`src/ess_pkg.sv`:
```
// ess_pkg: shared widths, opcodes, register map and the queue entry type
// for the edge structural similarity block. No dependencies.
package ess_pkg;

	localparam int ROW_W  = 64;
	localparam int NODE_W = 6;
	localparam int CNT_W  = 7;
	localparam int SIM_W  = 18;
	localparam int CFG_W  = 7;
	localparam int ADDR_W = 3;
	localparam int DATA_W = 32;
	localparam int QDEPTH = 2;

	localparam logic OP_LOAD  = 1'b0;
	localparam logic OP_QUERY = 1'b1;

	// register index is paddr[2]
	localparam logic REG_NODES_IDX = 1'b0;
	localparam logic [CFG_W-1:0] NODES_RESET = 7'd64;

	localparam logic [SIM_W-1:0] SIM_MAX = 18'd131072;

	typedef struct packed {
		logic [NODE_W-1:0] node_a;
		logic [NODE_W-1:0] node_b;
		logic [CNT_W-1:0]  common;
		logic [CNT_W-1:0]  deg_a;
		logic [CNT_W-1:0]  deg_b;
	} qent_t;

endpackage

```
`src/ess_queue.sv`:
```
// ess_queue: short FIFO of counted queries between front and back.
// Uses ess_pkg for the entry type and depth.
module ess_queue import ess_pkg::*; (
	input  logic  clk,
	input  logic  arst_n,
	input  logic  push,
	input  qent_t push_data,
	input  logic  pop,
	output qent_t pop_data,
	output logic  full,
	output logic  not_empty
);

	localparam int PW = (QDEPTH > 1) ? $clog2(QDEPTH) : 1;
	localparam int CW = $clog2(QDEPTH + 1);

	qent_t         store_q [QDEPTH];
	logic [PW-1:0] wr_ptr_q, rd_ptr_q;
	logic [CW-1:0] cnt_q;

	function automatic logic [PW-1:0] nxt(input logic [PW-1:0] p);
		return (p == PW'(QDEPTH - 1)) ? '0 : p + 1'b1;
	endfunction

	assign full      = (cnt_q == CW'(QDEPTH));
	assign not_empty = (cnt_q != '0);
	assign pop_data  = store_q[rd_ptr_q];

	always_ff @(posedge clk) begin
		if (push) begin
			store_q[wr_ptr_q] <= push_data;
		end
	end

	always_ff @(posedge clk or negedge arst_n) begin
		if (!arst_n) begin
			wr_ptr_q <= '0;
			rd_ptr_q <= '0;
			cnt_q    <= '0;
		end else begin
			if (push) begin
				wr_ptr_q <= nxt(wr_ptr_q);
			end
			if (pop) begin
				rd_ptr_q <= nxt(rd_ptr_q);
			end
			case ({push, pop})
				2'b10:   cnt_q <= cnt_q + 1'b1;
				2'b01:   cnt_q <= cnt_q - 1'b1;
				default: cnt_q <= cnt_q;
			endcase
		end
	end

endmodule

```
`config.mk`:
```
export PLATFORM = sky130hd
export DESIGN_NAME = ess_queue
export DESIGN_NICKNAME = d
export VERILOG_FILES = /design/src/ess_pkg.sv /design/src/ess_queue.sv
export SDC_FILE = /design/constraint.sdc
export NUM_CORES = 1
export LEC_CHECK = 0
export BUFFER_PORTS_ARGS = -buffer_cell sky130_fd_sc_hd__buf_2
export CAP_MARGIN = 40
export CELL_PAD_IN_SITES_DETAIL_PLACEMENT = 0
export CELL_PAD_IN_SITES_GLOBAL_PLACEMENT = 2
export CORE_MARGIN = 2
export CORE_UTILIZATION = 25
export DETAILED_ROUTE_END_ITERATION = 10
export PLACE_DENSITY = 0.66
export SLEW_MARGIN = 30
export SYNTH_ARGS = -nofsm -noshare
export SYNTH_HDL_FRONTEND = slang
export SYNTH_SLANG_ARGS = --single-unit
```
`constraint.sdc`:
```
create_clock -name clk -period 4.2 [get_ports clk]
set_input_delay 0.63 -clock clk [delete_from_list [all_inputs] [get_ports clk]]
set_output_delay 0.63 -clock clk [all_outputs]
set_load 0.01 [all_outputs]
```
Yosys cells after proc, flatten, opt, wreduce, memory -nomap -nowiden
Memory sizes are Yosys's and may differ from the RTL's.
Cells that the tools add are included.
{ "op_classes": {"n_addsub": 4, "n_eq_ne": 3, "n_mux": 5, "n_reduce_logical": 2} }
{ "op_table": {"columns": ["operator", "count"], "rows": [
  ["2-bit == test, second input constant", 2],
  ["1-bit two-way mux", 4],
  ["2-bit one-hot mux with 2 select lines", 1],
  ["2-bit nonzero test", 2],
  ["1-bit adder, second input constant", 2],
  ["2-bit by 1-bit adder with 2-bit output, second input constant", 1],
  ["2-bit by 1-bit == test with 1-bit output, second input constant", 1],
  ["2-bit by 1-bit subtractor with 2-bit output, second input constant", 1]
]} }
{ "word_totals": {"reg_bits": 4, "mem_bits_rw": 66, "in_bits": 37, "word_cells": 18, "mem_count": 1} }
{ "memory_table": {"columns": ["memory", "words", "word_bits", "rd", "rd_clocked_by_memory_dff", "write_ports", "line", "source"], "rows": [
  ["store_q", 2, 33, 1, 0, 1, "ess_queue.sv:17", "qent_t store_q [QDEPTH];"]
]} }

Logic depth before layout (Yosys ltp)
Gate-level depths: netlist (run 1).
{ "depth": {"depth_word": 2, "ltp_mapped": 5, "mapped_depth_nobuf": 5} }

Worst setup path after synthesis (run 1)
No wires, ideal clock.
{ "synth_timing": {"path_kind": "input to register", "start": "input port push", "end": "memory store_q[0][0] (netlist bit) (enable)", "setup_ns": 0.424, "t_arrival_ns": 2.077, "t_required_ns": 3.776, "setup_slack_ns": 1.700, "path_stages": 2, "path_cell_list": "inv_1 nor2_1"} }
{ "synth_via": {"elab_chain_len": 2} }
{ "synth_lines": {"columns": ["element", "line", "source"], "rows": [
  ["start, declared", "ess_queue.sv:6", "input logic push,"],
  ["1-bit two-way mux", "ess_queue.sv:30", "if (push) begin"],
  ["1-bit two-way mux (not written as such)", "ess_queue.sv:31", "store_q[wr_ptr_q] <= push_data;"],
  ["end, declared", "ess_queue.sv:17", null]
]} }
No other way between the ends.

==> results.py, run 1 <==
metrics = {
    "outcome": {
        "status": "completed",
    },
    "final_layout": {
        "num_antenna_cells": 0,
        "layout_commonest_cell": "buf_2",
        "drive_above_1_share_pct": 61.8,
        "n_fill_cell": 1082,
        "area_growth_pct": 27.5,
        "final_cells": 344,
        "stdcell_area_mm2": 0.00347,
        "layout_common_cells": "buf_2, edfxtp_1, mux2_4",
        "fin_util_pct": 32.3,
        "fin_nets": 237,
    },
    "pwr": {
        "p_per_area_mw_per_mm2": 661,
        "ir_drop_v": 0.000222,
        "cellLeakagePower_nw": 1.37,
    },
    "die": {
        "start_util_pct": 25.3,
        "die_h_um": 108,
        "dieWidth_um": 108,
        "pin_count": 72,
        "dieArea_mm2": 0.0117,
        "core-area_mm2": 0.0107,
        "rows": 38,
    },
    "setup_path": {
        "crit_slowest_cell": "dfrtp_4",
        "worstPathCellList": "mux2_2, buf_2",
        "timing.critical_path.buf_inv": 1,
        "crit_path_max_incr_delay_ns": 0.86,
        "crit_start": "rd_ptr_q",
        "cp_max_fo": 34,
        "r2r-start": "wr_ptr_q",
        "crit_arrival_ns": 1.75,
        "crit_type": "reg -> out",
        "critPathRequiredTime_ns": 3.57,
        "cp-start-kind": "register",
        "cp_top_family": "flip-flops",
        "end_kind": "output port",
    },
    "sta": {
        "fin_tns_setup_ns": 0,
        "timing.final.crit_period_ns": 2.38,
        "fin_crit_sh_pct": 56.6,
        "hold_violations": 0,
        "fmax_mhz": 421,
        "whs_ns": 0.0889,
        "fin_worst_skew_ns": 0.00510,
        "rsz0062_at_grt": "false",
        "max_slew_margin_pct": 57.0,
        "finalSetupViolCount": 0,
        "tightest_slew_ns": 0.645,
        "slew_violations": 0,
    },
    "yosys": {
        "netlist_area_mm2": 0.00272,
        "synth_warnings": 0,
        "ys_types": 14,
        "ys_seq_area_share_pct": 76.5,
        "synth_nets": 157,
        "synth_cells": 119,
        "ys_ff_latch": 70,
        "syn_area_per_cell_um2": 22.9,
    },
    "clocking": {
        "clk_pin_slew_ns": 0.07,
        "cts.sinks": 70,
        "cts_buffers": 9,
        "cts_tree": "done",
        "postCtsHoldBufs": 0,
        "htreeDepth": 3,
        "insertion_delay_ns": 0.33,
        "cts-root-buf": "clkbuf_8",
        "cts_buffer_depth": 2,
        "cts_setup_buffers": 0,
        "cts_resized": 0,
    },
    "placement": {
        "placed_cells": 328,
        "dpl.hpwl_um": 3160,
        "place.gp.congestion": 0.614,
        "io_buffers": 71,
        "placed_area_mm2": 0.00325,
    },
    "drt": {
        "drtIter0Drc": 25,
        "routed_via_density": 3.85,
        "wirelength_um": 4630,
        "remaining_drc_errors": 0,
        "antenna_left": 0,
        "drtPass1Iterations": 3,
        "dr_total_vias": 1325,
        "routedWlPerCell_um": 13.5,
    },
    "global_route": {
        "antenna_found_initial": 0,
        "overflow": 0,
        "grt.total_usage_pct": 8.33,
        "grt_first_pass_wirelength_um": 7130,
        "grt_pass1_vias": 1364,
        "grt_max_degree": 35,
    },
    "flow_run": {
        "maxCapViolCount": 0,
    },
    "hold_path": {
        "worstHoldPathType": "in -> async",
    },
}
==> worst reg2reg max path, delay by kind of cell (launching register included) <==
kind | cells | cell delay [ns]
simple gates | 1 | 0.51
flops | 1 | 0.43
buf+inv | 1 | 0.23
==> path summary, 6_finish.rpt <==
path | slack, ns | cells after the start | endpoint
worst max-delay path | 1.82 | 2 | pop_data[12]
worst min-delay path | 0.09 | 1 | rd_ptr_q
worst max register to register | 2.73 | 2 | store_q[0][25]
worst min register to register | 0.48 | 1 | cnt_q[1]
max in group asynchronous | 3.98 | 1 | rd_ptr_q
min in group clk | 0.48 | 1 | store_q[0][5]
==> area by class of cell <==
type	instances	area (µm²)	share of cell area, %
Clock buffer	9	124	3.57
Clock inverter	7	97.6	2.81
Inverter	1	3.75	0.108
Multi-Input combinational cell	44	572	16.5
Sequential cell	70	2090	60.1
Tap cell	140	175	5.05
Timing Repair Buffer	73	410	11.8
==> stage by stage <==
stage,total power (W),setup slack (ns)
2_1_floorplan,0.00153,1.70
3_3_place_gp,0.00170,1.91
3_5_place_dp,0.00174,2.15
4_1_cts,0.00235,1.76
5_1_grt,0.00243,1.72
6_report,0.00229,1.82
==> synth_stat cells, drive strengths merged <==
| master | instances | area (µm²) |
|---|---|---|
| buf | 4 | 71.3 |
| edfxtp | 66 | 1980 |
| and2 | 1 | 6.26 |
| dfrtp | 4 | 100 |
| nor2b | 1 | 6.26 |
| ha | 1 | 12.5 |
| nor2 | 2 | 7.51 |
| inv | 1 | 3.75 |
| xnor2 | 2 | 17.5 |
| xor2 | 3 | 26.3 |
| or2 | 1 | 6.26 |
| mux2 | 33 | 480 |
==> layer usage <==
layer  up-vias  wire length (µm)  GRT usage, %
met4         0                95          4.12
met2        52              2080          12.6
li1        620                 -             -
met1       642              2120          10.5
met3        11               336          3.07
met5         -                 0             0
==> state kept, by name (all words and copies together), names as in the netlist <==
name and count:
rd_ptr_q 1, cnt_q 2, store_q 66, wr_ptr_q 1
==> kinds of logic after synthesis <==
kind of cell / synth area share [%]
flip-flops: 76.5
multiplexers: 17.7
XOR/XNOR: 1.61
buffers and inverters: 2.76
AND/OR/NAND/NOR: 0.967
adder cells (fa/ha/maj): 0.460
==> where the power goes <==
part	total, W	internal, W	switching (W)
sequential	0.00106	0.000931	0.000132
combinational	0.000636	0.000376	0.000259
clock	0.000595	0.000336	0.000259
Power figures use the tool's default switching activity.
==> run 2: changes to the inputs <==
==> constraint.sdc (replaced) <==
create_clock -name clk -period 2.3 [get_ports clk]
set_input_delay 0.345 -clock clk [delete_from_list [all_inputs] [get_ports clk]]
set_output_delay 0.345 -clock clk [all_outputs]
set_load 0.01 [all_outputs]
==> results.py, run 2 (synthesis results as in run 1) <==
metrics = {
    "outcome": {
        "status": "completed",
    },
    "sta": {
        "tightest_slew_ns": 0.548,
        "timing.final.crit_period_ns": 1.95,
        "rsz0062_at_grt": "false",
        "fin_tns_setup_ns": 0,
        "hold_violations": 0,
        "finalSetupViolCount": 0,
        "fmax_mhz": 512,
        "max_slew_margin_pct": 63.3,
        "fin_worst_skew_ns": 0.00725,
        "fin_crit_sh_pct": 85.0,
        "slew_violations": 0,
    },
    "setup_path": {
        "r2r_cells": 2,
        "rr_endpoint": "store_q[0][19]",
        "cp_max_fo": 24,
        "end_kind": "output port",
        "crit_type": "reg -> out",
        "cp-start-kind": "register",
        "crit_path_max_incr_delay_ns": 0.39,
        "crit_arrival_ns": 1.61,
        "r2r-start": "wr_ptr_q",
        "crit_slowest_cell": "mux2_2",
        "worstPathCellList": "buf_4, mux2_2, buf_2",
        "reg2reg_setup_slack_ns": 0.86,
        "critPathRequiredTime_ns": 1.96,
    },
    "pwr": {
        "cellLeakagePower_nw": 1.37,
        "p_per_area_mw_per_mm2": 1190,
        "ir_drop_v": 0.000423,
    },
    "drt": {
        "routedWlPerCell_um": 13.7,
        "wirelength_um": 4760,
        "drtIter0Drc": 27,
        "routed_via_density": 3.81,
        "dr_total_vias": 1322,
        "drtPass1Iterations": 3,
        "remaining_drc_errors": 0,
        "antenna_left": 0,
    },
    "final_layout": {
        "largest_reg_flops": 66,
        "top_register": "store_q",
        "layout_common_cells": "buf_2, edfxtp_1, mux2_4",
        "num_antenna_cells": 0,
        "layout_commonest_cell": "buf_2",
        "stdcell_area_mm2": 0.00345,
        "area_growth_pct": 26.9,
        "fin_nets": 240,
        "fin_util_pct": 32.1,
        "drive_above_1_share_pct": 61.8,
        "reg_top3": "store_q (66), cnt_q (2)",
    },
    "placement": {
        "dpl.hpwl_um": 3100,
        "place.gp.congestion": 0.650,
        "io_buffers": 71,
        "placed_area_mm2": 0.00324,
    },
    "die": {
        "start_util_pct": 25.3,
        "pin_count": 72,
        "die_h_um": 108,
        "rows": 38,
        "dieWidth_um": 108,
        "core-area_mm2": 0.0107,
        "dieArea_mm2": 0.0117,
    },
    "clocking": {
        "insertion_delay_ns": 0.34,
        "cts_setup_buffers": 0,
        "htreeDepth": 3,
        "cts-root-buf": "clkbuf_8",
        "cts_tree": "done",
        "cts_buffers": 9,
        "cts_buffer_depth": 2,
        "cts.sinks": 70,
        "clk_pin_slew_ns": 0.08,
    },
    "global_route": {
        "antenna_found_initial": 0,
        "grtUsageMet1_pct": 10.2,
        "grt_pass1_vias": 1398,
        "grt_most_used_layer": "met2",
        "met3_usage_pct": 3.98,
        "met2_usage_pct": 13.7,
        "grt.total_usage_pct": 8.53,
        "overflow": 0,
        "grt_first_pass_wirelength_um": 7220,
        "grt_max_degree": 34,
    },
    "hold_path": {
        "hp-start": "push_data[13]",
        "whs_path_depth": 1,
        "worstHoldPathType": "in -> reg",
        "min_to": "store_q[1][13]",
    },
    "flow_run": {
        "maxCapViolCount": 0,
    },
}
run 2: layout make-up:
cell class                      instances  area [µm²]
Sequential cell                        70        2080
Fill cell                            1098        7290
Clock buffer                            9         124
Multi-Input combinational cell         44         572
Inverter                                1        3.75
Clock inverter                          7        73.8
Tap cell                              140         175
Timing Repair Buffer                   76         420
run 2: metal layers:
metal	vias up	share of wire (%)	wire length, µm
li1	626	-	-
met1	635	44	2080
met2	52	47	2260
met3	9	7.7	364
met4	0	1.1	53
met5	-	0	0
run 2: critical path: cells and delay by family, from the launching register on:
kind	cells	cell delay (ns)
multiplexers	1	0.39
flip-flops	1	0.36
buffers and inverters	2	0.52
run 2: how the worst max path moves through the flow:
stage / end / startpoint / slack (ns)
global route: pop_data[18] / rd_ptr_q / 0.27
detailed placement: pop_data[12] / rd_ptr_q / 0.67
finish: pop_data[12] / rd_ptr_q / 0.35
CTS: pop_data[12] / rd_ptr_q / 0.28
global placement: pop_data[18] / rd_ptr_q / 0.70
floorplan: store_q[0][0] / wr_ptr_q / 0.08
run 2: stage by stage:
step,power [W],worst slack [ns],instances,hold slack [ns]
after CTS,0.00418,0.285,347,0.167
after global placement,0.00317,0.703,330,0.161
final,0.00409,0.346,347,0.192
after global routing,0.00433,0.266,347,0.166
after floorplan,0.00279,0.0759,119,0.0494
after detailed placement,0.00318,0.670,330,0.160
run 2: report_power, final:
part	leakage [nW]	total, W	internal (W)	switching (W)
Combinational	0.608	0.00133	0.000693	0.000642
Clock	0.0996	0.000981	0.000504	0.000477
Sequential	0.665	0.00178	0.00170	0.0000795
run 2: repair_timing:
| item | in CTS | in global routing |
|---|---|---|
| hold buffers | 1 | 0 |
| gates resized for setup | 0 | 0 |
| hold endpoints to repair | 4 | 0 |
==> run 3: changes to the inputs <==
--- a/config.mk
+++ b/config.mk
@@ -5,6 +5,7 @@
 export SDC_FILE = /design/constraint.sdc
 export NUM_CORES = 1
 export LEC_CHECK = 0
+export ABC_AREA = 1
 export BUFFER_PORTS_ARGS = -buffer_cell sky130_fd_sc_hd__buf_2
 export CAP_MARGIN = 40
 export CELL_PAD_IN_SITES_DETAIL_PLACEMENT = 0
@@ -12,7 +13,7 @@
 export CORE_MARGIN = 2
 export CORE_UTILIZATION = 25
 export DETAILED_ROUTE_END_ITERATION = 10
-export PLACE_DENSITY = 0.66
+export PLACE_DENSITY = 0.74
 export SLEW_MARGIN = 30
 export SYNTH_ARGS = -nofsm -noshare
 export SYNTH_HDL_FRONTEND = slang
==> constraint.sdc (replaced) <==
create_clock -name clk -period 1.65 [get_ports clk]
set_input_delay 0.2475 -clock clk [delete_from_list [all_inputs] [get_ports clk]]
set_output_delay 0.2475 -clock clk [all_outputs]
set_load 0.01 [all_outputs]
==> results.py, run 3 <==
metrics = {
    "outcome": {
        "status": "completed",
    },
    "global_route": {
        "grt_pass1_vias": 1503,
        "antenna_found_initial": 0,
        "grt.total_usage_pct": 8.44,
        "overflow": 0,
        "grt_first_pass_wirelength_um": 7080,
        "grt_max_degree": 43,
    },
    "drt": {
        "wirelength_um": 4640,
        "drtIter0Drc": 64,
        "remaining_drc_errors": 0,
        "dr_total_vias": 1594,
        "routed_via_density": 3.79,
        "antenna_left": 0,
        "drtPass1Iterations": 4,
        "routedWlPerCell_um": 11.0,
    },
    "yosys": {
        "synth_largest_area_cell": "edfxtp_1",
        "yosysMostFrequentCell": "edfxtp_1",
        "async_flop_share_pct": 5.71,
        "ys_seq_area_share_pct": 78.4,
        "syn_area_per_cell_um2": 13.5,
        "ys_types": 15,
        "synth_cells": 196,
        "yosys-top-cells-count": "edfxtp_1, inv_1, nand2_1",
        "synthTopCellsByArea": "edfxtp_1, o21ai_0, inv_1",
        "synth_edf_count": 66,
        "synth_nets": 234,
        "synth_warnings": 0,
        "synth-main-ff-cell": "edfxtp_1",
        "netlist.area_leader.share_pct": 74.6,
        "ys_ff_latch": 70,
        "netlist_area_mm2": 0.00266,
    },
    "clocking": {
        "cts_buffer_depth": 2,
        "htreeDepth": 3,
        "cts.sinks": 70,
        "cts_buffers": 9,
        "cts_tree": "done",
        "clk_pin_slew_ns": 0.07,
        "insertion_delay_ns": 0.33,
        "cts-root-buf": "clkbuf_8",
    },
    "setup_path": {
        "crit_type": "reg -> out",
        "reg2reg_setup_slack_ns": 0.49,
        "end_kind": "output port",
        "cp_max_fo": 42,
        "critPathRequiredTime_ns": 1.40,
        "crit_arrival_ns": 1.31,
        "cp-start-kind": "register",
    },
    "sta": {
        "rsz0062_at_grt": "true",
        "fin_crit_sh_pct": 94.2,
        "slew_violations": 0,
        "max_slew_margin_pct": 83.1,
        "timing.final.crit_period_ns": 1.55,
        "fmax_mhz": 644,
        "fin_worst_skew_ns": 0.00501,
        "hold_violations": 0,
        "whs_ns": 0.0993,
        "finalSetupViolCount": 0,
        "fin_ws_ns": 0.0961,
        "tightest_slew_ns": 0.253,
    },
    "die": {
        "dieArea_mm2": 0.0115,
        "start_util_pct": 25.7,
        "pin_count": 72,
        "die_h_um": 107,
        "rows": 37,
        "core-area_mm2": 0.0103,
        "dieWidth_um": 107,
    },
    "flow_run": {
        "maxCapViolCount": 0,
    },
    "pwr": {
        "cellLeakagePower_nw": 1.46,
        "p_per_area_mw_per_mm2": 1610,
        "ir_drop_v": 0.000520,
        "total_power_w": 0.00548,
    },
    "placement": {
        "io_buffers": 71,
        "pre_cts_ws_ns": 0.297,
        "dpl.hpwl_um": 3270,
        "place.gp.congestion": 0.671,
        "placed_area_mm2": 0.00319,
    },
    "final_layout": {
        "num_antenna_cells": 0,
        "drive_above_1_share_pct": 33.3,
        "layout_commonest_cell": "buf_2",
        "reg_top3": "store_q (66), cnt_q (2)",
        "fin_nets": 318,
        "largest_reg_flops": 66,
        "fin_util_pct": 33.0,
        "area_growth_pct": 28.3,
        "layout_common_cells": "buf_2, edfxtp_1, inv_1, nand2_1, o21ai_0",
        "top_register": "store_q",
        "stdcell_area_mm2": 0.00341,
    },
    "hold_path": {
        "worstHoldPathType": "in -> reg",
    },
}
## run 3: cell count changes after synthesis, moves of 2 or more
cell and change:
inv_1 +38, o21ai_0 +30, clkbuf_1 +2, nand2_1 +39, buf_6 +3, mux2_4 -29
mux2_2 -4, o21ai_1 +3, buf_12 -3
## run 3: worst max-delay path, cell delays in order, from the launching register on
cell and delay (ns):
dfrtp_2 0.45, buf_12 0.18, o21ai_1 0.17, buf_2 0.16
## run 3: path summary, 6_finish.rpt
check,cells past startpoint,from,to
max,3,rd_ptr_q,pop_data[8]
min,1,push_data[29],store_q[1][29]
max reg2reg,3,wr_ptr_q,store_q[1][14]
min reg2reg,2,cnt_q[1],cnt_q[1]
max in group asynchronous,2,arst_n,rd_ptr_q
min in group asynchronous,2,arst_n,cnt_q[0]
## run 3: cells by family (layout without fill, tap and decap cells)
family | Yosys count | after routing | share of synthesized area (%)
DFF | 70 | 70 | 78.4
xor gates and xnor gates | 3 | 3 | 0.990
and+or+nand+nor | 43 | 43 | 6.22
buffers and inverters | 46 | 135 | 7.68
adders and majority gates | 1 | 1 | 0.471
AOI/OAI and AO/OA | 33 | 33 | 6.22
## run 3: timing repair
item / in CTS / in global routing
buffers inserted: 2 / 0
hold endpoints to repair: 4 / 0
pin swaps: 0 / 0
endpoints found under the setup margin: 20 / 13
resized for setup: 1 / 13
hold buffers: 1 / 0
## run 3: layout make-up
type / count / area, µm²
clock buffer: 10 / 128
fill: 1052 / 6920
sequential: 70 / 2080
inverter: 39 / 146
multi-input combinational: 80 / 380
clock inverter: 6 / 61.3
timing repair buffer: 80 / 438
tap: 136 / 170
## run 3: layer usage
metal,vias up,routed length [µm],track usage (%)
met2,41,2340,13.1
met4,0,113,5.84
met1,726,1900,9.68
met3,9,276,2.98
li1,818,-,-
met5,-,0,0
## run 3: power by group
group | leakage, nW | internal (W) | switching (W)
clock network | 0.0880 | 0.000693 | 0.000602
registers | 0.666 | 0.00237 | 0.000122
logic | 0.703 | 0.000663 | 0.00103
## run 3: stage by stage
step	setup TNS, ns	std cells
floorplan	0	196
global placement	0	402
detailed placement	0	402
CTS	0	421
global route	-0.00942	421
finish	0	421
