<file path="src/ess_pkg.sv">
// ess_pkg: shared widths, opcodes, register map and the queue entry type
// for the edge structural similarity block. No dependencies.
package ess_pkg;

	localparam int ROW_W  = 64;
	localparam int NODE_W = 6;
	localparam int CNT_W  = 7;
	localparam int SIM_W  = 18;
	localparam int CFG_W  = 7;
	localparam int ADDR_W = 3;
	localparam int DATA_W = 32;
	localparam int QDEPTH = 2;

	localparam logic OP_LOAD  = 1'b0;
	localparam logic OP_QUERY = 1'b1;

	// register index is paddr[2]
	localparam logic REG_NODES_IDX = 1'b0;
	localparam logic [CFG_W-1:0] NODES_RESET = 7'd64;

	localparam logic [SIM_W-1:0] SIM_MAX = 18'd131072;

	typedef struct packed {
		logic [NODE_W-1:0] node_a;
		logic [NODE_W-1:0] node_b;
		logic [CNT_W-1:0]  common;
		logic [CNT_W-1:0]  deg_a;
		logic [CNT_W-1:0]  deg_b;
	} qent_t;

endpackage

</file>
<file path="src/ess_back.sv">
// ess_back: takes counted queries from the queue and finds the similarity
// one result bit per cycle, msb first. Uses ess_pkg.
module ess_back import ess_pkg::*; (
	input  logic              clk,
	input  logic              arst_n,
	input  logic              q_valid,
	input  qent_t             q_data,
	output logic              pop,
	output logic              done,
	output logic [NODE_W-1:0] edge_start,
	output logic [NODE_W-1:0] edge_end,
	output logic [SIM_W-1:0]  similarity,
	output logic [CNT_W-1:0]  common_neighbors,
	output logic [CNT_W-1:0]  start_degree,
	output logic [CNT_W-1:0]  end_degree
);

	localparam int ACC_W  = 50;
	localparam int PROD_W = 13;
	localparam int BIT_W  = 5;

	localparam logic [1:0] ST_IDLE  = 2'd0;
	localparam logic [1:0] ST_SETUP = 2'd1;
	localparam logic [1:0] ST_ITER  = 2'd2;

	logic [1:0]       state_q;
	qent_t            ent_q;
	logic [BIT_W-1:0] bit_q;
	logic [ACC_W-1:0] s_q, x_q, y_q, tgt_q;
	logic [SIM_W-1:0] root_q;
	logic             done_q;

	logic [7:0]       da1, db1, num;
	logic [15:0]      prod_w, nsq_w;
	logic [ACC_W-1:0] cand, x_take;
	logic             take;
	logic [SIM_W-1:0] root_nxt;

	assign pop = (state_q == ST_IDLE) & q_valid;

	always_comb begin
		da1    = {1'b0, ent_q.deg_a} + 8'd1;
		db1    = {1'b0, ent_q.deg_b} + 8'd1;
		num    = {1'b0, ent_q.common} + 8'd2;
		prod_w = da1 * db1;
		nsq_w  = num * num;
		// S = q^2*prod, X = q*prod << (b+1), Y = prod << 2b
		cand     = s_q + x_q + y_q;
		take     = (cand <= tgt_q);
		x_take   = take ? (x_q + (y_q << 1)) : x_q;
		root_nxt = {root_q[SIM_W-2:0], take};
	end

	always_ff @(posedge clk) begin
		case (state_q)
			ST_IDLE: begin
				if (q_valid) begin
					ent_q <= q_data;
				end
			end
			ST_SETUP: begin
				s_q    <= '0;
				x_q    <= '0;
				y_q    <= ACC_W'(prod_w[PROD_W-1:0]) << (2 * (SIM_W - 1));
				tgt_q  <= ACC_W'(nsq_w[PROD_W-1:0]) << 32;
				root_q <= '0;
			end
			ST_ITER: begin
				if (take) begin
					s_q <= cand;
				end
				x_q    <= x_take >> 1;
				y_q    <= y_q >> 2;
				root_q <= root_nxt;
				if (bit_q == '0) begin
					edge_start       <= ent_q.node_a;
					edge_end         <= ent_q.node_b;
					similarity       <= root_nxt;
					common_neighbors <= ent_q.common;
					start_degree     <= ent_q.deg_a;
					end_degree       <= ent_q.deg_b;
				end
			end
			default: begin
			end
		endcase
	end

	always_ff @(posedge clk or negedge arst_n) begin
		if (!arst_n) begin
			state_q <= ST_IDLE;
			bit_q   <= '0;
			done_q  <= 1'b0;
		end else begin
			done_q <= 1'b0;
			case (state_q)
				ST_IDLE: begin
					if (q_valid) begin
						state_q <= ST_SETUP;
					end
				end
				ST_SETUP: begin
					bit_q   <= BIT_W'(SIM_W - 1);
					state_q <= ST_ITER;
				end
				ST_ITER: begin
					if (bit_q == '0) begin
						done_q  <= 1'b1;
						state_q <= ST_IDLE;
					end else begin
						bit_q <= bit_q - 1'b1;
					end
				end
				default: state_q <= ST_IDLE;
			endcase
		end
	end

	assign done = done_q;

endmodule

</file>
<file path="config.mk">
export PLATFORM = sky130hd
export DESIGN_NAME = ess_back
export DESIGN_NICKNAME = d
export VERILOG_FILES = /design/src/ess_pkg.sv /design/src/ess_back.sv
export SDC_FILE = /design/constraint.sdc
export NUM_CORES = 1
export LEC_CHECK = 0
export BUFFER_PORTS_ARGS = -buffer_cell sky130_fd_sc_hd__clkbuf_2
export CORE_AREA = 4 4 197 199
export DETAILED_ROUTE_END_ITERATION = 6
export DIE_AREA = 0 0 201 203
export PLACE_DENSITY = 0.72
export SYNTH_ARGS = -nofsm -noshare
export SYNTH_HDL_FRONTEND = slang
export SYNTH_SLANG_ARGS = --single-unit
</file>
<file path="constraint.sdc">
create_clock -name clk -period 10.3 [get_ports clk]
set_clock_uncertainty 0.2 [all_clocks]
set_input_delay 2.06 -clock clk [delete_from_list [all_inputs] [get_ports clk]]
set_output_delay 2.06 -clock clk [all_outputs]
set_load 0.01 [all_outputs]
</file>
After elaboration in Yosys (flattened, before gate mapping)
Cells that the tools add are included.

storage, ports and cells
  bits in registers = 272
  word-level logic and storage cells = 57
  input port bits = 36
  output and inout port bits = 53

operators by class
  reduce and logical (&&, ||, !) cells = 8
  add/subtract/negate cells = 7
  multipliers = 2
  mux-type cells = 13
  bitwise gates (word level) = 1
  $lt $le $gt $ge = 1
  equal/unequal tests = 6

operator list
  cell                 number
  $pmux 50 s2          3
  $add 50x50->50       3
  $mux 50              2
  $le 50x45->1         1
  $pmux 17 s2          1
  $mul 8x8->13         2
  $add 7x1->8 const B  2
  $pmux 5 s2           1
  $reduce_and 2->1     5
  $add 7x2->8 const B  1
  $ne 2x2->1 const B   4
  $pmux 2 s3           1
  $logic_not 5->1      1
  $mux 5               1
  $sub 5x1->5 const B  1
  $mux 2               2
  $eq 2x1->1 const B   1
  $eq 2x2->1 const B   1
  $logic_not 2->1      1
  $mux 1               2
  $reduce_bool 2->1    1
  $and 1x1->1          1

Depth between registers and ports, before layout
Gate-level depths: netlist of the first run.

  word-level depth = 5
  depth in mapped cells = 26
  depth with buffers taken out = 26

Worst setup path after synthesis of the first run
Ideal clock, no wire load.

  path type = reg2reg
  from = reg x_q[20]
  to = reg s_q[0], enable pin
  data arrival time = 8433 ps
  stages on the path, launching flop included = 24
  setup slack = 1140 ps
  clock period less this slack = 9160 ps
  data required time = 9573 ps
  setup time = 527 ps
  path buffers = 1
  cell sequence = edfxtp_1 -> fa_1 -> ha_1 -> buf_2 -> nand2_1 -> nor4_2 -> nand3_1 -> o32ai_2 -> nor2_2 -> o31ai_1 -> a221oi_1 -> xnor2_1 -> ha_1 -> nand3_1 -> nor3_1 -> nand4_1 -> nor3_1 -> o2111ai_1 -> nor4_1 -> and4b_1 -> nand4_2 -> a21oi_4 -> nand2_1 -> o21ai_0

between the ends
  cells in the longest elaborated chain, start to end = 5

ends and longest elaborated chain
  element                      RTL line        text
  from (decl)                  ess_back.sv:29  logic [ACC_W-1:0] s_q, x_q, y_q, tgt_q;
  from (signal assigned)       ess_back.sv:72  x_q <= x_take >> 1;
  $add 50x50->50 (2 in a row)  ess_back.sv:48  cand = s_q + x_q + y_q;
  net cand[43]                 ess_back.sv:35  logic [ACC_W-1:0] cand, x_take;
  $le 50x45->1                 ess_back.sv:49  take = (cand <= tgt_q);
  $ne 2x2->1 (no line)         -
  $reduce_and 2->1 (no line)   -
  to (signal assigned)         ess_back.sv:70  s_q <= cand;
  to (decl)                    ess_back.sv:29

The timed path passes the listed nets, and every way through them passes these cells.
A chain may end at the register's enable or synchronous reset.

Final worst setup path of the first run
  from = reg x_q[20]
  to = reg s_q[5], enable pin

Same word-level chain as after synthesis.

==> results.cfg, run 1 <==
[grt]
use_met2 = 0.403
grt_max_degree = 71
grt_use_met3 = 0.0323
overflow = 0
grt.met1_usage = 0.319
grt_pass1_vias = 15100
grt_use_total = 0.237
grt_pass1_wl_um = 79700
grt_antenna_before_repair = 0
top_usage_layer = met2

[cts]
cts_made_buffers = 31
cts_tree = built
clock-sinks = 267
ctsLongestPathBuffers = 3
cts_max_level = 1
cts_setup_buffers = 0
clk_pin_slew_ns = 0.06
worstSkewPairLatency_ns = 0.57
cts-root-buf = clkbuf_16
cts_resized = 0
postCtsHoldBufs = 0

[final_layout]
area_growth_pct = 9.47
register_area_um2 = 7980
fill_cells = 3063
drive_gt1_frac = 0.0895
final_cell_area_um2 = 22100
multi_input_comb_area_um2 = 11500
antenna_cells = 0
nets = 2299

[floorplan]
die_h_um = 203
die_area_um2 = 40800
initial_core_util = 0.542
core-area_um2 = 37200
row_count = 71
dieWidth_um = 201
io-pin-count = 89

[place]
io_buffers = 88
gp_congestion = 0.943
postPlaceCellArea_um2 = 21100
hpwl_um = 35900

[synthesis]
synth.avg_cell_area_um2 = 10.5
synth_top_cells_by_count = 259 x edfxtp_1, 165 x ha_1, 161 x a21oi_1, 139 x inv_1, 128 x nand2_1
synth_top_area_cell = edfxtp_1
yosysMostFrequentCell = edfxtp_1
ys_dominant_reg_cell = edfxtp_1
ys_seq_area_frac = 0.395
ys_async_sr_fraction = 0.0300
synth_top_area_frac = 0.386
synth_edf_count = 259
syn_inst = 1919
synth_seq_cells = 267
yosysWarnings = 0
synthTopCellsByArea = edfxtp_1 39%, fa_1 11%, ha_1 10%
synth_area_um2 = 20200
ys_types = 85

[drt]
first_iter_violations = 1183
drc = 0
dr.pass1.iters = 6
finalWirelength_um = 48900
wl_per_cell_um = 19.7
num_vias = 15100
viasPerCell = 6.08
antenna_left = 0

[timing]
finalHoldViolCount = 0
setup_violations = 0
rsz0062_at_grt = no
slew_headroom = 0.353
setup_tns_ns = 0
period_needed_ns = 7.80
max_freq_mhz = 128
drv_slew = 0
post-route-period-util = 0.758
worst_slew_pin_slew_ns = 0.970

[critical_path]
endpoint_kind = register
path_class = register to register
critPathMaxFanout = 26
cp-start-kind = register
arrival_ns = 7.82
crit_required_ns = 10.32

[min_path]
worst_hold_path_type = register to register

[outcome]
outcome = completed

[job]
maxCapViolations = 0
==> area by class of cell <==
cell class,instances,share of cell area
clock inverters,16,0.00737
flip-flops and latches,267,0.361
clock buffers,39,0.0374
inverters,140,0.0238
multi-input cells,1452,0.520
well taps,474,0.0269
repair buffers,98,0.0233
==> per-stage QoR <==
stage / utilization / setup slack [ns] / cells / hold WS [ns]
after floorplan: - / 1.14 / 1920 / 0.200
after global placement: 0.567 / 2.89 / 2431 / 0.201
after detailed placement: 0.567 / 2.59 / 2431 / 0.205
after CTS: 0.593 / 2.52 / 2486 / 0.216
after global routing: 0.593 / 1.91 / 2486 / 0.217
final: 0.593 / 2.50 / 2486 / 0.217
==> state kept, by name (all words and copies together) (netlist names), 6 cells and up <==
name and flops:
common_neighbors 7, ent_q 33, y_q 47, end_degree 7, root_q 17, tgt_q 12, start_degree 7, edge_end 6
x_q 49, similarity 18, edge_start 6, s_q 50
==> cells in the final DEF (no fill, tap or decap), drive strengths merged, types with 15 or more instances in the layout <==
master and n:
and2 102, a21o 59, xnor2 83, o21ai 110, nor3 35, inv 141, fa 108, a31oi 15
a21oi 163, and3 23, o21bai 22, nor2 100, ha 165, clkbuf 127, nand2 128, edfxtp 259
nand4 20, xor2 39, nor2b 20, a211oi 16, nand3 68
==> worst paths after layout <==
| path | slack, ns | cells past startpoint | start | to |
|---|---|---|---|---|
| setup / recovery | 2.50 | 23 | x_q[20] | s_q[5] |
| hold / removal | 0.22 | 0 | ent_q[29] | edge_start[2] |
| setup reg to reg | 2.50 | 23 | x_q[20] | s_q[5] |
| hold reg to reg | 0.22 | 0 | ent_q[29] | edge_start[2] |
| max in group asynchronous | 8.58 | 1 | arst_n | bit_q[1] |
| min in group asynchronous | 1.14 | 1 | arst_n | state_q[0] |
==> metal layers <==
metal,vias to the layer above,wire length [um],part of all wire
met1,7400,20900,0.43
met3,92,2910,0.059
met5,-,0,0
met4,0,1460,0.030
met2,505,23600,0.48
li1,7115,-,-
==> logic make-up after synthesis <==
group | count (synthesis) | synth area share
muxes | 7 | 0.00372
buffers and inverters | 201 | 0.0381
AOI/OAI and AO/OA | 494 | 0.157
adders and majority gates | 273 | 0.210
other | 1 | 0.000186
DFF | 267 | 0.395
and+or+nand+nor | 554 | 0.143
xor gates and xnor gates | 122 | 0.0530
==> critical path: stages (launching register included) <==
cell       delay [ns]
edfxtp_1         0.44
fa_1             0.50
ha_1             0.47
nand2_1          0.24
nor4_2           0.56
nand3_1          0.16
o32ai_2          0.37
nor2_2           0.09
o31ai_1          0.55
a221oi_1         0.18
xnor2_1          0.19
ha_1             0.32
nand3_1          0.11
nor3_1           0.29
nand4_1          0.13
nor3_1           0.27
o2111ai_1        0.19
nor4_1           0.20
and4b_1          0.24
nand4_2          0.15
a21oi_4          0.20
nand2_1          0.19
o21ai_4          0.71
buf_4            0.49
Power of run 1 is not shown: default switching activity piles up to over one toggle a cycle in this logic, so the estimate is an artifact.
==> run 2: changes to the inputs <==
--- a/config.mk
+++ b/config.mk
@@ -5,10 +5,11 @@
 export SDC_FILE = /design/constraint.sdc
 export NUM_CORES = 1
 export LEC_CHECK = 0
+export ABC_AREA = 1
 export BUFFER_PORTS_ARGS = -buffer_cell sky130_fd_sc_hd__clkbuf_2
-export CORE_AREA = 4 4 197 199
+export CORE_AREA = 4 4 202 204
 export DETAILED_ROUTE_END_ITERATION = 6
-export DIE_AREA = 0 0 201 203
+export DIE_AREA = 0 0 206 208
 export PLACE_DENSITY = 0.72
 export SYNTH_ARGS = -nofsm -noshare
 export SYNTH_HDL_FRONTEND = slang
==> constraint.sdc (replaced) <==
create_clock -name clk -period 8.07 [get_ports clk]
set_clock_uncertainty 0.2 [all_clocks]
set_input_delay 1.614 -clock clk [delete_from_list [all_inputs] [get_ports clk]]
set_output_delay 1.614 -clock clk [all_outputs]
set_load 0.01 [all_outputs]
==> results.cfg, run 2 <==
[outcome]
outcome = completed

[floorplan]
core-area_um2 = 39300
dieWidth_um = 206
initial_core_util = 0.540
io-pin-count = 89
row_count = 73
die_area_um2 = 42800
die_h_um = 208

[final_layout]
layout_commonest_cell = nand2_1
nets = 2955
top_register = s_q
largestRegisters = s_q (50), x_q (49), y_q (47)
drive_gt1_frac = 0.0690
final_cell_area_um2 = 23100
area_growth_pct = 8.90
final_util = 0.588
final_cell_mix = 621 x nand2_1, 450 x inv_1, 320 x nor2_1
antenna_cells = 0
fill_cells = 3569
largest_reg_flops = 50

[critical_path]
max_stage_delay_ns = 0.56
cp-start-kind = register
r2r_start = x_q[3]
r2r_cells = 33
r2r-end = s_q[48]
crit_required_ns = 8.12
crit_path_top_delay_cell = nand2_2
cp-startpoint = x_q[3]
crit_top_cell = nand2_1
critPathMaxFanout = 28
crit_end = s_q[48]
arrival_ns = 6.99
endpoint_kind = register
ff2ff_setup_slack_ns = 1.13
path_class = register to register

[grt]
overflow = 0
grt_max_degree = 79
grt_pass1_wl_um = 90400
grt_use_total = 0.266
grt_antenna_before_repair = 0
grt_pass1_vias = 16900

[synthesis]
synthTopCellsByArea = edfxtp_1 37%, nand2_1 11%, fa_1 10%
ys_seq_area_frac = 0.376
ys_async_sr_fraction = 0.0300
muxShareOfSynthArea = 0
synth_compound_area_frac = 0.0834
synth_area_um2 = 21200
synth_top_family_by_area = simple AND/OR/NAND/NOR gates
synth_top_area_cell = edfxtp_1
yosysWarnings = 0
synth_seq_cells = 267
yosys.area_share.simple = 0.214
syn_inst = 2553
ys_types = 50
yosysMostFrequentCell = nand2_1
ys_dominant_reg_cell = edfxtp_1
synth_top_area_frac = 0.366
synthAdderAreaFrac = 0.199
synth_top_cells_by_count = 622 x nand2_1, 451 x inv_1, 321 x nor2_1, 259 x edfxtp_1, 165 x ha_1
synth_edf_count = 259
synth.avg_cell_area_um2 = 8.31
synth_xor_area_frac = 0.0384

[timing]
max_freq_mhz = 144
slew_headroom = 0.320
setup_violations = 0
drv_slew = 0
worst_slew_pin_slew_ns = 1.02
period_needed_ns = 6.94
finalHoldViolCount = 0
post-route-period-util = 0.859
rsz0062_at_grt = no
setup_tns_ns = 0

[place]
hpwl_um = 46700
gp_congestion = 0.932
io_buffers = 88
postPlaceCellArea_um2 = 22200

[drt]
drc = 0
dr.pass1.iters = 6
antenna_left = 0
viasPerCell = 5.33
num_vias = 17000
finalWirelength_um = 57300
first_iter_violations = 1144
wl_per_cell_um = 17.9

[cts]
cts_tree = built
clock-sinks = 267
cts_setup_buffers = 0
cts_max_level = 1
cts-root-buf = clkbuf_16
cts_made_buffers = 29
ctsLongestPathBuffers = 3
clk_pin_slew_ns = 0.06
postCtsHoldBufs = 0
worstSkewPairLatency_ns = 0.56
cts_resized = 0

[job]
maxCapViolations = 0

[min_path]
worst_hold_path_type = register to register
run 2: cell types whose count changed after synthesis, sizes merged, moves of 14 or more:
cell | before | now
o21ai | 110 | 73
nor3 | 35 | 13
nor2 | 100 | 329
nand3 | 68 | 97
a21o | 59 | 5
clkbuf | 46 | 25
xor2 | 39 | 65
inv | 139 | 454
and2 | 102 | 3
and3 | 23 | 3
xnor2 | 83 | 28
a211oi | 16 | 2
nor2b | 20 | 0
nand2 | 128 | 629
run 2: metal layers:
| layer | routed length [um] | up-vias | global-route usage |
|---|---|---|---|
| li1 | - | 8393 | - |
| met1 | 23300 | 8097 | 0.331 |
| met2 | 30000 | 421 | 0.486 |
| met3 | 1970 | 111 | 0.0240 |
| met4 | 2060 | 0 | 0.0828 |
| met5 | 0 | - | 0 |
run 2: how the worst min path moves through the flow:
stage | start | endpoint | slack (ns) | depth (start not counted)
global placement | ent_q[23] | edge_end[2] | 0.20 | 0
global route | ent_q[30] | edge_start[3] | 0.23 | 0
floorplan | ent_q[21] | edge_end[0] | 0.20 | 0
finish | ent_q[24] | edge_end[3] | 0.22 | 0
detailed placement | ent_q[22] | edge_end[1] | 0.20 | 0
CTS | ent_q[22] | edge_end[1] | 0.22 | 0
run 2: worst max-delay path, delay by kind of cell, from the launching register on:
family,cells,cell delay [ns]
adder cells (fa/ha/maj),3,1.12
XOR/XNOR,1,0.43
buffers and inverters,4,0.76
AND/OR/NAND/NOR,23,2.95
flip-flops,1,0.47
AO/OA/AOI/OAI,2,0.68
run 2: kinds of logic (layout without fill, tap and decap cells):
family / count (synthesis) / count (layout)
simple gates: 1116 / 1116
buf+inv: 491 / 604
compound gates: 312 / 312
fa+ha+maj: 273 / 273
flops: 267 / 267
xor+xnor: 93 / 93
other cells: 1 / 2
run 2: cell type report:
cell class,instances,area [um2],share of cell area
clock buffers,32,737,0.0319
well taps,525,657,0.0284
repair buffers,97,508,0.0220
flip-flops and latches,267,7980,0.345
clock inverters,20,138,0.00596
inverters,455,1710,0.0739
multi-input cells,1796,11400,0.493
run 2: metrics by stage:
step / setup slack (ns) / hold slack, ns / std cells
after floorplan: 2.10 / 0.200 / 2554
after global placement: 1.20 / 0.203 / 3140
after detailed placement: 1.10 / 0.205 / 3140
after CTS: 1.09 / 0.221 / 3192
after global routing: 0.497 / 0.227 / 3192
final: 1.13 / 0.221 / 3192
Power of run 2 is left out for the same reason.
==> run 3: changes to the inputs <==
--- a/config.mk
+++ b/config.mk
@@ -7,10 +7,11 @@
 export LEC_CHECK = 0
 export ABC_AREA = 1
 export BUFFER_PORTS_ARGS = -buffer_cell sky130_fd_sc_hd__clkbuf_2
-export CORE_AREA = 4 4 202 204
+export CORE_AREA = 2 2 200 202
 export DETAILED_ROUTE_END_ITERATION = 6
-export DIE_AREA = 0 0 206 208
+export DIE_AREA = 0 0 202 204
 export PLACE_DENSITY = 0.72
+export RECOVER_POWER = 50
 export SYNTH_ARGS = -nofsm -noshare
 export SYNTH_HDL_FRONTEND = slang
 export SYNTH_SLANG_ARGS = --single-unit
==> results.cfg, run 3 (synthesis results as in run 2) <==
[drt]
wl_per_cell_um = 18.2
first_iter_violations = 1232
num_vias = 17300
dr.pass1.iters = 5
viasPerCell = 5.41
finalWirelength_um = 58000
drc = 0
antenna_left = 0

[outcome]
violations = max-capacitance violations, max-slew violations
outcome = finished, violations left

[critical_path]
worstPathBufferInverterCount = 2
cp_top_family = simple AND/OR/NAND/NOR gates
r2r_start = x_q[1]
path_class = register to register
cp-start-kind = register
crit_required_ns = 8.07
max_stage_delay_ns = 0.56
r2r-end = s_q[9]
critPathMaxFanout = 36
crit_path_top_delay_cell = buf_4
ff2ff_setup_slack_ns = 1.32
r2r_cells = 32
crit_top_cell = nand2_1
endpoint_kind = register
arrival_ns = 6.76

[timing]
worst_slew_pin_slew_ns = 4.28
drv_slew = 376
post-route-period-util = 0.837
finalHoldViolCount = 0
slew_headroom = -1.85
rsz0062_at_grt = no
setup_tns_ns = 0
setup_violations = 0
period_needed_ns = 6.75
max_freq_mhz = 148

[min_path]
min_to = edge_start[0]
hold_start = ent_q[27]
worst_hold_path_type = register to register
min_path_cells = 0

[grt]
overflow = 0
grt_pass1_vias = 17200
grt_use_total = 0.284
grt_pass1_wl_um = 91700
grt_max_degree = 75
grt_antenna_before_repair = 0

[final_layout]
layout_commonest_cell = nand2_1
largestRegisters = s_q (50), x_q (49), y_q (47)
final_cell_mix = 621 x nand2_1, 450 x inv_1, 321 x nor2_1
fill_cells = 3546
final_cell_area_um2 = 23300
nets = 2956
largest_reg_flops = 50
area_growth_pct = 9.63
top_register = s_q
antenna_cells = 0
drive_gt1_frac = 0.0674

[cts]
cts_made_buffers = 30
postCtsHoldBufs = 0
ctsLongestPathBuffers = 3
clk_pin_slew_ns = 0.06
cts_setup_buffers = 0
cts_resized = 0
cts_tree = built
worstSkewPairLatency_ns = 0.59
clock-sinks = 267
cts_max_level = 1
cts-root-buf = clkbuf_16

[floorplan]
die_area_um2 = 41200
row_count = 73
io-pin-count = 89
core-area_um2 = 39200
die_h_um = 204
initial_core_util = 0.542
dieWidth_um = 202

[place]
io_buffers = 88
hpwl_um = 46200
gp_congestion = 0.974
postPlaceCellArea_um2 = 22200

[job]
maxCapViolations = 7
[run 3: area by class of cell]
cell class | instances | area (um2) | share of cell area
Multi-Input combinational cell | 1796 | 11400 | 0.488
Timing Repair Buffer | 97 | 485 | 0.0209
Clock inverter | 25 | 330 | 0.0142
Tap cell | 525 | 657 | 0.0282
Sequential cell | 267 | 7980 | 0.343
Inverter | 455 | 1710 | 0.0734
Clock buffer | 31 | 754 | 0.0324
[run 3: worst reg2reg max path: cells and delay by family (launching register included)]
kind,cells,cell delay [ns]
adders and majority gates,4,1.46
AOI/OAI and AO/OA,1,0.23
and+or+nand+nor,24,3.15
xor gates and xnor gates,1,0.23
buffers and inverters,2,0.64
DFF,1,0.47
[run 3: routing by layer]
metal  wire length [um]  part of all wire  up-vias  track usage
li1                   -                 -     8412            -
met1              24500              0.42     8323        0.369
met2              29000              0.50      454        0.500
met3               2630             0.045       87       0.0260
met4               1900             0.033        0       0.0953
met5                  0                 0        -            0
[run 3: worst max-delay path by stage]
stage	startpoint	end	slack [ns]	cells past startpoint
6_report	x_q[1]	s_q[9]	1.32	32
5_1_grt	x_q[2]	s_q[9]	0.80	32
4_1_cts	x_q[1]	s_q[9]	1.46	32
3_5_place_dp	x_q[1]	s_q[9]	1.46	32
3_3_place_gp	x_q[8]	s_q[9]	1.62	30
2_1_floorplan	x_q[1]	s_q[0]	2.10	33
[run 3: per-stage QoR]
stage / hold slack (ns) / util / setup WS [ns] / instances
detailed placement: 0.205 / 0.567 / 1.46 / 3140
floorplan: 0.200 / - / 2.10 / 2554
finish: 0.213 / 0.594 / 1.32 / 3196
global placement: 0.201 / 0.567 / 1.62 / 3140
global route: 0.221 / 0.594 / 0.797 / 3196
CTS: 0.214 / 0.595 / 1.46 / 3196
Power of run 3 is left out for the same reason.
